===== config.mk =====
export PLATFORM = sky130hd
export DESIGN_NAME = timed_linear_fade_in_unit_flat
export DESIGN_NICKNAME = d
export VERILOG_FILES = /design/src/hdl/tlf_pkg.sv /design/src/hdl/tlf_if.sv /design/src/hdl/tlf_dpath.sv /design/src/hdl/tlf_ctrl.sv /design/src/hdl/timed_linear_fade_in_unit.sv /design/src/flat_wrapper.sv
export VERILOG_INCLUDE_DIRS = /design/src /design/src/hdl
export SDC_FILE = /design/constraint.sdc
export NUM_CORES = 2
export LEC_CHECK = 0
export ABC_AREA = 1
export BUFFER_PORTS_ARGS = -buffer_cell sky130_fd_sc_hd__buf_2
export CORE_UTILIZATION = 50
export DETAILED_ROUTE_END_ITERATION = 12
export GPL_TIMING_DRIVEN = 0
export PLACE_DENSITY = 0.73
export SYNTH_ARGS = -nofsm -noshare
export SYNTH_HDL_FRONTEND = slang
export SYNTH_SLANG_ARGS = --single-unit

===== constraint.sdc =====
create_clock -name clk -period 20.3 [get_ports clk]
set_clock_uncertainty 0.15 [all_clocks]
set_input_delay 2.03 -clock clk [delete_from_list [all_inputs] [get_ports clk]]
set_output_delay 2.03 -clock clk [all_outputs]
set_load 0.01 [all_outputs]

===== src/hdl/timed_linear_fade_in_unit_defines.svh =====
// ----------------------------------------------------------------------------
// Timed linear fade-in: assertion macros
// Shared concurrent assertion shorthands, clocked on clk, held off in reset.
// ----------------------------------------------------------------------------
`ifndef TIMED_LINEAR_FADE_IN_UNIT_DEFINES_SVH
`define TIMED_LINEAR_FADE_IN_UNIT_DEFINES_SVH

// same-cycle implication
`define TLF_ASSERT_IMP(lbl, ante, cons, msg) \
	lbl: assert property (@(posedge clk) disable iff (!arst_n) (ante) |-> (cons)) else $error(msg);

// next-cycle implication
`define TLF_ASSERT_NXT(lbl, ante, cons, msg) \
	lbl: assert property (@(posedge clk) disable iff (!arst_n) (ante) |=> (cons)) else $error(msg);

`endif


===== src/hdl/tlf_pkg.sv =====
`timescale 1ns / 1ps
// ----------------------------------------------------------------------------
// tlf_pkg
// Types and constants shared by the fade-in controller, datapath and ports.
// ----------------------------------------------------------------------------
package tlf_pkg;

	localparam int NUM_FIELDS   = 4;
	localparam int DEF_CHANNELS = 4;
	localparam int FRAC_W       = 16;
	localparam int FIELD_IW     = $clog2(NUM_FIELDS);

	localparam logic [15:0] FADE_TIME_RST = 16'd1000;

	// command codes
	localparam logic CMD_ENTER  = 1'b0;
	localparam logic CMD_SAMPLE = 1'b1;

	typedef struct packed {
		logic               command;
		logic        [31:0] now_ms;
		logic signed [15:0] value_0;
		logic signed [15:0] value_1;
		logic signed [15:0] value_2;
		logic signed [15:0] value_3;
	} in_word_t;

	typedef struct packed {
		logic signed [15:0] out_0;
		logic signed [15:0] out_1;
		logic signed [15:0] out_2;
		logic signed [15:0] out_3;
		logic               fading;
	} out_word_t;

	// controller -> datapath
	typedef struct packed {
		logic capture;
		logic enter;
		logic disarm;
		logic div_start;
		logic div_step;
		logic mac_step;
		logic out_load;
	} dp_cmd_t;

	// datapath -> controller
	typedef struct packed {
		logic is_enter;
		logic armed;
		logic over;
		logic div_last;
		logic mac_last;
	} dp_sts_t;

endpackage


===== src/hdl/tlf_if.sv =====
`timescale 1ns / 1ps
// ----------------------------------------------------------------------------
// tlf_in_if / tlf_out_if
// Valid/ready channels carrying one input word and one result word.
// ----------------------------------------------------------------------------
interface tlf_in_if;
	logic              valid;
	logic              ready;
	tlf_pkg::in_word_t data;

	modport source (output valid, output data, input ready);
	modport sink   (input valid, input data, output ready);
endinterface

interface tlf_out_if;
	logic               valid;
	logic               ready;
	tlf_pkg::out_word_t data;

	modport source (output valid, output data, input ready);
	modport sink   (input valid, input data, output ready);
endinterface


===== src/hdl/tlf_dpath.sv =====
`timescale 1ns / 1ps
// ----------------------------------------------------------------------------
// tlf_dpath
// Fade datapath: fade state, restoring blend divider, channel-serial blend
// multiply/accumulate and the result word register.
// ----------------------------------------------------------------------------
module tlf_dpath #(
	parameter int CHANNELS = tlf_pkg::DEF_CHANNELS
) (
	input  logic               clk,
	input  logic               arst_n,
	input  logic               cfg_wr_en,
	input  logic [15:0]        cfg_wr_data,
	input  tlf_pkg::in_word_t  item_data,
	output tlf_pkg::out_word_t result_data,
	input  tlf_pkg::dp_cmd_t   cmd,
	output tlf_pkg::dp_sts_t   sts
);
	import tlf_pkg::*;

	// channels that keep a level
	localparam int ACTIVE = (CHANNELS < NUM_FIELDS) ? CHANNELS : NUM_FIELDS;
	localparam int IW     = (ACTIVE > 1) ? $clog2(ACTIVE) : 1;
	localparam int CW     = $clog2(ACTIVE + 1);
	localparam int DW     = $clog2(FRAC_W);

	localparam logic [CW-1:0]     MAC_LAST = CW'(ACTIVE);
	localparam logic [DW-1:0]     DIV_LAST = DW'(FRAC_W - 1);
	localparam logic [FRAC_W:0]   ONE_Q16  = (FRAC_W + 1)'(1) << FRAC_W;

	// integer part of a Q16.16 level, toward zero
	function automatic logic [15:0] trunc_q16(input logic [31:0] lvl);
		trunc_q16 = lvl[31:16] + 16'(lvl[31] && (lvl[15:0] != 16'h0));
	endfunction

	logic [15:0]        fade_time_q;
	logic [31:0]        start_q;
	logic               armed_q;
	logic               command_q;
	logic [31:0]        now_q;
	logic signed [15:0] val_q [NUM_FIELDS];
	logic signed [15:0] res_q [NUM_FIELDS];
	logic signed [31:0] lvl_q [ACTIVE];

	logic [FRAC_W-1:0]  rem_q;
	logic [FRAC_W-1:0]  quo_q;
	logic [DW-1:0]      div_cnt_q;
	logic [CW-1:0]      mac_cnt_q;

	logic signed [49:0] pa_s1;
	logic signed [32:0] pb_s1;
	logic [IW-1:0]      idx_s1;
	logic               vld_s1;

	out_word_t          result_q;

	logic [31:0]        elapsed;
	logic [FRAC_W:0]    rem_dbl;
	logic [FRAC_W:0]    inv_blend;
	logic [IW-1:0]      rd_idx;
	logic [31:0]        lvl_new;

	assign elapsed   = now_q - start_q;
	assign rem_dbl   = {rem_q, 1'b0};
	assign inv_blend = ONE_Q16 - {1'b0, quo_q};
	assign rd_idx    = mac_cnt_q[IW-1:0];
	assign lvl_new   = pb_s1[31:0] + pa_s1[47:16];

	// status
	always_comb begin
		sts.is_enter = (command_q == CMD_ENTER);
		sts.armed    = armed_q;
		sts.over     = (fade_time_q == 16'h0) || (elapsed >= {16'h0, fade_time_q});
		sts.div_last = (div_cnt_q == DIV_LAST);
		sts.mac_last = (mac_cnt_q == MAC_LAST);
	end

	// configuration and fade control state
	always_ff @(posedge clk or negedge arst_n) begin
		if (!arst_n) begin
			fade_time_q <= FADE_TIME_RST;
			start_q     <= '0;
			armed_q     <= 1'b1;
		end else begin
			if (cfg_wr_en) fade_time_q <= cfg_wr_data;
			if (cmd.enter) begin
				start_q <= now_q;
				armed_q <= 1'b1;
			end else if (cmd.disarm) begin
				armed_q <= 1'b0;
			end
		end
	end

	// captured word and per-field results
	always_ff @(posedge clk) begin
		if (cmd.capture) begin
			command_q <= item_data.command;
			now_q     <= item_data.now_ms;
			val_q[0]  <= item_data.value_0;
			val_q[1]  <= item_data.value_1;
			val_q[2]  <= item_data.value_2;
			val_q[3]  <= item_data.value_3;
			res_q[0]  <= item_data.value_0;
			res_q[1]  <= item_data.value_1;
			res_q[2]  <= item_data.value_2;
			res_q[3]  <= item_data.value_3;
		end else if (vld_s1) begin
			res_q[FIELD_IW'(idx_s1)] <= trunc_q16(lvl_new);
		end
	end

	// channel levels, Q16.16
	always_ff @(posedge clk or negedge arst_n) begin
		if (!arst_n) begin
			for (int i = 0; i < ACTIVE; i++) lvl_q[i] <= '0;
		end else if (cmd.enter) begin
			for (int i = 0; i < ACTIVE; i++) lvl_q[i] <= {val_q[i], 16'h0};
		end else if (vld_s1) begin
			lvl_q[idx_s1] <= lvl_new;
		end
	end

	// restoring divider: blend = (elapsed << 16) / fade_time, one bit a cycle
	always_ff @(posedge clk or negedge arst_n) begin
		if (!arst_n) begin
			div_cnt_q <= '0;
			mac_cnt_q <= '0;
		end else if (cmd.div_start) begin
			div_cnt_q <= '0;
			mac_cnt_q <= '0;
		end else begin
			if (cmd.div_step) div_cnt_q <= div_cnt_q + DW'(1);
			if (cmd.mac_step && !sts.mac_last) mac_cnt_q <= mac_cnt_q + CW'(1);
		end
	end

	always_ff @(posedge clk) begin
		if (cmd.div_start) begin
			rem_q <= elapsed[FRAC_W-1:0];
			quo_q <= '0;
		end else if (cmd.div_step) begin
			if (rem_dbl >= {1'b0, fade_time_q}) begin
				rem_q <= FRAC_W'(rem_dbl - {1'b0, fade_time_q});
				quo_q <= {quo_q[FRAC_W-2:0], 1'b1};
			end else begin
				rem_q <= rem_dbl[FRAC_W-1:0];
				quo_q <= {quo_q[FRAC_W-2:0], 1'b0};
			end
		end
	end

	// blend products for one channel a cycle
	always_ff @(posedge clk or negedge arst_n) begin
		if (!arst_n) vld_s1 <= 1'b0;
		else         vld_s1 <= cmd.mac_step && !sts.mac_last;
	end

	always_ff @(posedge clk) begin
		if (cmd.mac_step && !sts.mac_last) begin
			pa_s1  <= $signed({1'b0, inv_blend}) * lvl_q[rd_idx];
			pb_s1  <= $signed({1'b0, quo_q}) * val_q[FIELD_IW'(rd_idx)];
			idx_s1 <= rd_idx;
		end
	end

	// result word register
	always_ff @(posedge clk) begin
		if (cmd.out_load) begin
			result_q.out_0  <= res_q[0];
			result_q.out_1  <= res_q[1];
			result_q.out_2  <= res_q[2];
			result_q.out_3  <= res_q[3];
			result_q.fading <= armed_q;
		end
	end

	assign result_data = result_q;

`include "timed_linear_fade_in_unit_defines.svh"

	`TLF_ASSERT_IMP(a_div_rem_bound, cmd.div_step, rem_q < fade_time_q, "divider remainder out of range")
	`TLF_ASSERT_IMP(a_mac_idx_range, vld_s1, int'(idx_s1) < ACTIVE, "blend write past active channels")
	`TLF_ASSERT_NXT(a_mac_drain, cmd.mac_step && sts.mac_last, !vld_s1, "blend pipe not drained")

endmodule


===== src/hdl/tlf_ctrl.sv =====
`timescale 1ns / 1ps
// ----------------------------------------------------------------------------
// tlf_ctrl
// Fade controller: checks each accepted word, sequences divide and blend when
// it is a blending sample, and owns the result word handshake.
// ----------------------------------------------------------------------------
module tlf_ctrl (
	input  logic             clk,
	input  logic             arst_n,
	input  logic             in_valid,
	output logic             in_ready,
	output logic             out_valid,
	input  logic             out_ready,
	output tlf_pkg::dp_cmd_t cmd,
	input  tlf_pkg::dp_sts_t sts
);
	import tlf_pkg::*;

	typedef enum logic [2:0] {
		ST_IDLE,
		ST_CHK,
		ST_DIV,
		ST_MAC,
		ST_FIN
	} state_t;

	state_t state_q;
	logic   out_valid_q;

	assign in_ready  = (state_q == ST_IDLE);
	assign out_valid = out_valid_q;

	// datapath commands
	always_comb begin
		cmd = '0;
		unique case (state_q)
			ST_IDLE: cmd.capture = in_valid;
			ST_CHK: begin
				if (sts.is_enter)            cmd.enter     = 1'b1;
				else if (sts.armed && sts.over)  cmd.disarm    = 1'b1;
				else if (sts.armed)          cmd.div_start = 1'b1;
			end
			ST_DIV:  cmd.div_step = 1'b1;
			ST_MAC:  cmd.mac_step = 1'b1;
			ST_FIN:  cmd.out_load = !out_valid_q || out_ready;
			default: cmd = '0;
		endcase
	end

	// state and result valid
	always_ff @(posedge clk or negedge arst_n) begin
		if (!arst_n) begin
			state_q     <= ST_IDLE;
			out_valid_q <= 1'b0;
		end else begin
			if (cmd.out_load)   out_valid_q <= 1'b1;
			else if (out_ready) out_valid_q <= 1'b0;

			unique case (state_q)
				ST_IDLE: if (in_valid) state_q <= ST_CHK;
				ST_CHK:  state_q <= cmd.div_start ? ST_DIV : ST_FIN;
				ST_DIV:  if (sts.div_last) state_q <= ST_MAC;
				ST_MAC:  if (sts.mac_last) state_q <= ST_FIN;
				ST_FIN:  if (cmd.out_load) state_q <= ST_IDLE;
				default: state_q <= ST_IDLE;
			endcase
		end
	end

`include "timed_linear_fade_in_unit_defines.svh"

	`TLF_ASSERT_NXT(a_accept_to_chk, in_valid && in_ready, state_q == ST_CHK, "accepted word not checked")
	`TLF_ASSERT_NXT(a_fin_delivers, state_q == ST_FIN && !out_valid_q, out_valid_q && state_q == ST_IDLE, "free result slot not loaded")
	`TLF_ASSERT_IMP(a_idle_quiet, in_ready, !(cmd.div_step || cmd.mac_step || cmd.out_load), "datapath busy while idle")

endmodule


===== src/hdl/timed_linear_fade_in_unit.sv =====
`timescale 1ns / 1ps
// ----------------------------------------------------------------------------
// timed_linear_fade_in_unit
// Linear fade-in of up to four channels from captured levels toward live
// targets over a programmable time in milliseconds.
// ----------------------------------------------------------------------------
// One word is worked at a time. An enter word, a sample while the fade is not
// armed, and the sample that ends the fade go from the check straight to the
// result. For a blending sample a restoring divider forms the Q0.16 blend
// fraction, then one shared multiplier pair works one channel a cycle and the
// blend pipe drains. The result sits in an output register, so a new word is
// taken while the previous result waits. The user must write fade_time_ms
// through cfg_wr_en/cfg_wr_data only while the unit is idle; the unit itself
// does not enforce this.
module timed_linear_fade_in_unit #(
	parameter int CHANNELS = tlf_pkg::DEF_CHANNELS
) (
	input  logic        clk,
	input  logic        arst_n,
	input  logic        cfg_wr_en,
	input  logic [15:0] cfg_wr_data,
	tlf_in_if.sink      item,
	tlf_out_if.source   result
);
	import tlf_pkg::*;

	dp_cmd_t cmd;
	dp_sts_t sts;

	tlf_ctrl u_ctrl (
		.clk       (clk),
		.arst_n    (arst_n),
		.in_valid  (item.valid),
		.in_ready  (item.ready),
		.out_valid (result.valid),
		.out_ready (result.ready),
		.cmd       (cmd),
		.sts       (sts)
	);

	tlf_dpath #(
		.CHANNELS (CHANNELS)
	) u_dpath (
		.clk         (clk),
		.arst_n      (arst_n),
		.cfg_wr_en   (cfg_wr_en),
		.cfg_wr_data (cfg_wr_data),
		.item_data   (item.data),
		.result_data (result.data),
		.cmd         (cmd),
		.sts         (sts)
	);

endmodule

===== src/flat_wrapper.sv =====
// flat-port wrapper written by rule: the top's interface ports become plain ports
module timed_linear_fade_in_unit_flat import tlf_pkg::*;
#(
	parameter int CHANNELS = tlf_pkg::DEF_CHANNELS
)
  (clk, arst_n, cfg_wr_en, cfg_wr_data, item_valid, item_data, item_ready, result_valid, result_data, result_ready);
  tlf_in_if item_i ();
  tlf_out_if result_i ();
  input  logic clk;
  input  logic arst_n;
  input  logic cfg_wr_en;
  input  logic [15:0] cfg_wr_data;
  input wire logic [$bits(item_i.valid)-1:0] item_valid;
  input wire logic [$bits(item_i.data)-1:0] item_data;
  output wire logic [$bits(item_i.ready)-1:0] item_ready;
  output wire logic [$bits(result_i.valid)-1:0] result_valid;
  output wire logic [$bits(result_i.data)-1:0] result_data;
  input wire logic [$bits(result_i.ready)-1:0] result_ready;
  assign item_i.valid = item_valid;
  assign item_i.data = item_data;
  assign item_ready = item_i.ready;
  assign result_valid = result_i.valid;
  assign result_data = result_i.data;
  assign result_i.ready = result_ready;
  timed_linear_fade_in_unit #(.CHANNELS(CHANNELS)) u_core (.clk(clk), .arst_n(arst_n), .cfg_wr_en(cfg_wr_en), .cfg_wr_data(cfg_wr_data), .item(item_i), .result(result_i));
endmodule

==> results.tsv <==
stage	metric	value	unit
sta	min_period	11.43	ns
clocking	path_clk_slew	0.07	ns
final_layout	area_growth	8.99	%
status	outcome	finished, violations left	
routing	wl_per_cell	22.3	µm
clocking	numCtsBuffers	55	
sta	rsz0062_at_grt	false	
sta	finalSetupTns	0	ns
grt	grt_antenna_before_repair	1	
sta	max_slew_margin	22.6	%
critical_path	critPathKind	register to register	
floorplanning	core_area	105000	µm²
yosys	synthAdderAreaFrac	34.2	%
clocking	clk_path_buf_depth	3	
clocking	cts_resized	0	
yosys	avgSynthCellArea	8.51	µm²
critical_path	cp_num_buf_inv	8	
clocking	clock_tree.root_cell	clkbuf_16	
final_layout	drive_above_1_share	6.46	%
place	port_buffers	184	
routing	via_count	44400	
critical_path	cp.arrival	11.68	ns
yosys	synth_edf_count	308	
yosys	synth_mux_area_share	0.247	%
floorplanning	initial_utilization	50.5	%
sta	hold_ws	0.251	ns
yosys	synth-seq-cells	513	
critical_path	critPathLaunchType	register	
critical_path	critPathMaxStageDelay	0.78	ns
critical_path	critPathRequiredTime	20.54	ns
critical_path	slowest_stage	clkbuf_1	
yosys	yosys_warnings	0	
grt	grt_max_degree	101	
clocking	cts.sinks	513	
sta	finalHoldViolations	0	
routing	routed_wl	177000	µm
yosys	synth_common_cells	1353 x inv_1, 1331 x nand2_1, 704 x fa_1, 566 x nor2_1, 327 x ha_1	
clocking	clock_latency	0.68	ns
flow_run	maxCapViolations	0	
yosys	ys.flop_type	edfxtp_1	
floorplanning	die_area	108000	µm²
status	violations	DRC	
sta	setup_viol	0	
sta	fmax	87.5	MHz
yosys	synthTopCellsByArea	fa_1 26%, edfxtp_1 17%, inv_1 9.5%	
clocking	tritoncts	done	
yosys	synth_xor_area_share	2.39	%
routing	viasPerCell	5.60	
yosys	synth_top_area_share	26.5	%
routing	drc	24	
routing	firstDrtPassIters	12	
clocking	cts_setup_buffers	0	
floorplanning	io_pins	185	
floorplanning	die_h	328	µm
yosys	syn_inst	6254	
final_layout	layout.nets	7652	
grt	grt_pass1_vias	44700	
grt	grt_usage	33.5	%
yosys	synth_cell_types	66	
place	gp_congestion	1.02	
critical_path	crit_fanout	10	
place	hpwlAfterDp	147000	µm
clocking	cts_hold_buf	0	
yosys	syn-cell-area	53200	µm²
sta	finalCritPeriodShare	56.3	%
yosys	syn_nets	7403	
yosys	synth-seq-area-share	26.9	%
hold_path	hold_path_class	register to register	
sta	final_max_slew_viol_count	0	
sta	worst_pin_slew	1.16	ns
floorplanning	num_rows	119	
routing	drtAntennaViolNets	0	
yosys	synth.most_common_cell	inv_1	
critical_path	cp_top_family	adder cells	
grt	grt_pass1_wl	269000	µm
yosys	synth_compound_area_share	7.48	%
yosys	async_flop_share	36.8	%
yosys	synth_top_family_by_area	adder cells	
yosys	synth_top_cell_by_area	fa_1	
routing	drt_iter0_markers	5249	
grt	overflow	0	
floorplanning	die_w	328	µm
clocking	cts.htree.levels	2	
critical_path	end_kind	register	
yosys	synth_simple_gate_area_share	17.6	%
per-stage QoR:
step           worst slack (ns)  cell area, µm²  std cells  utilization, %
6_report                   8.87           58000       7941            55.1
5_1_grt                    8.69           58000       7941            55.1
4_1_cts                    9.23           58000       7940            55.1
3_5_place_dp               9.27           56100       7837            53.2
3_3_place_gp               9.35           55900       7829            53.0
2_1_floorplan             12.77           53200       6254               -
cell families after synthesis:
logic type                 count (synthesis)
xor gates and xnor gates                 135
muxes                                     13
DFF                                      513
and+or+nand+nor                         2276
buffers and inverters                   1587
AOI/OAI and AO/OA                        699
adders and majority gates               1031
cell type report:
cell class                 instances  area [µm²]
buffer                           201         807
tap                             1391        1740
clock inverter                    32         404
inverter                        1386        5210
multi-input combinational       4154       32900
sequential                       513       14300
clock buffer                      71        1540
timing repair buffer             192        1080
fill                            9826       47400
antenna                            1        2.50
metal layers:
metal	global-route usage (%)	up-vias	share of wire [%]
li1	-	19700	-
met1	42.8	21700	37
met2	51.3	2462	44
met3	7.35	505	11
met4	22.2	0	7.9
met5	0	-	0
sequential cells by signal (all words and copies together), names as in the netlist:
signal                      cells
u_core.u_dpath.mac_cnt_q        3
u_core.u_dpath.val_q           64
u_core.u_dpath.armed_q          1
u_core.u_ctrl.state_q           3
u_core.u_dpath.start_q         32
u_core.u_dpath.div_cnt_q        4
u_core.u_dpath.idx_s1           2
result_data                    63
u_core.u_dpath.now_q           32
u_core.u_dpath.pb_s1           32
u_core.u_dpath.res_q           64
u_core.u_dpath.vld_s1           1
u_core.u_dpath.lvl_q          128
u_core.u_dpath.result_data      2
u_core.u_dpath.pa_s1           32
u_core.u_ctrl.out_valid         1
u_core.u_dpath.fade_time_q     16
u_core.u_dpath.quo_q           16
u_core.u_dpath.command_q        1
u_core.u_dpath.rem_q           16
final timing paths:
| check | from | to | slack (ns) | depth (start not counted) |
|---|---|---|---|---|
| setup reg to reg | u_core.u_dpath.quo_q[0] | u_core.u_dpath.pa_s1[47] | 8.87 | 33 |
| min in group asynchronous | arst_n | u_core.u_dpath.fade_time_q[4] | 1.19 | 1 |
| setup / recovery | u_core.u_dpath.quo_q[0] | u_core.u_dpath.pa_s1[47] | 8.87 | 33 |
| max in group asynchronous | arst_n | u_core.u_dpath.lvl_q[124] | 17.71 | 2 |
| hold reg to reg | u_core.u_dpath.res_q[1][13] | result_data[46] | 0.25 | 0 |
| hold / removal | u_core.u_dpath.res_q[1][13] | result_data[46] | 0.25 | 0 |
cells in the final DEF (no fill, tap or decap), types with 16 or more instances in the layout:
cell type and count:
inv_1 1352, nand2_1 1331, fa_1 704, nor2_1 565
ha_1 327, edfxtp_1 308, a21oi_1 260, o21ai_0 237
nand3_1 195, buf_2 192, dfrtp_1 182, clkbuf_1 179
xor2_1 79, clkbuf_16 58, o211ai_1 54, xnor2_1 48
nand4_1 37, nor3_1 35, o221ai_1 33, clkinv_1 27
o22ai_1 26, nand2_2 25, or2_2 22, o21ai_1 21
buf_1 16, inv_2 16, nor2_2 16, dfxtp_1 16
Power is left out: the tool's default activity adds up to more than one toggle a clock period on the data nets, which glitch-free logic cannot reach.
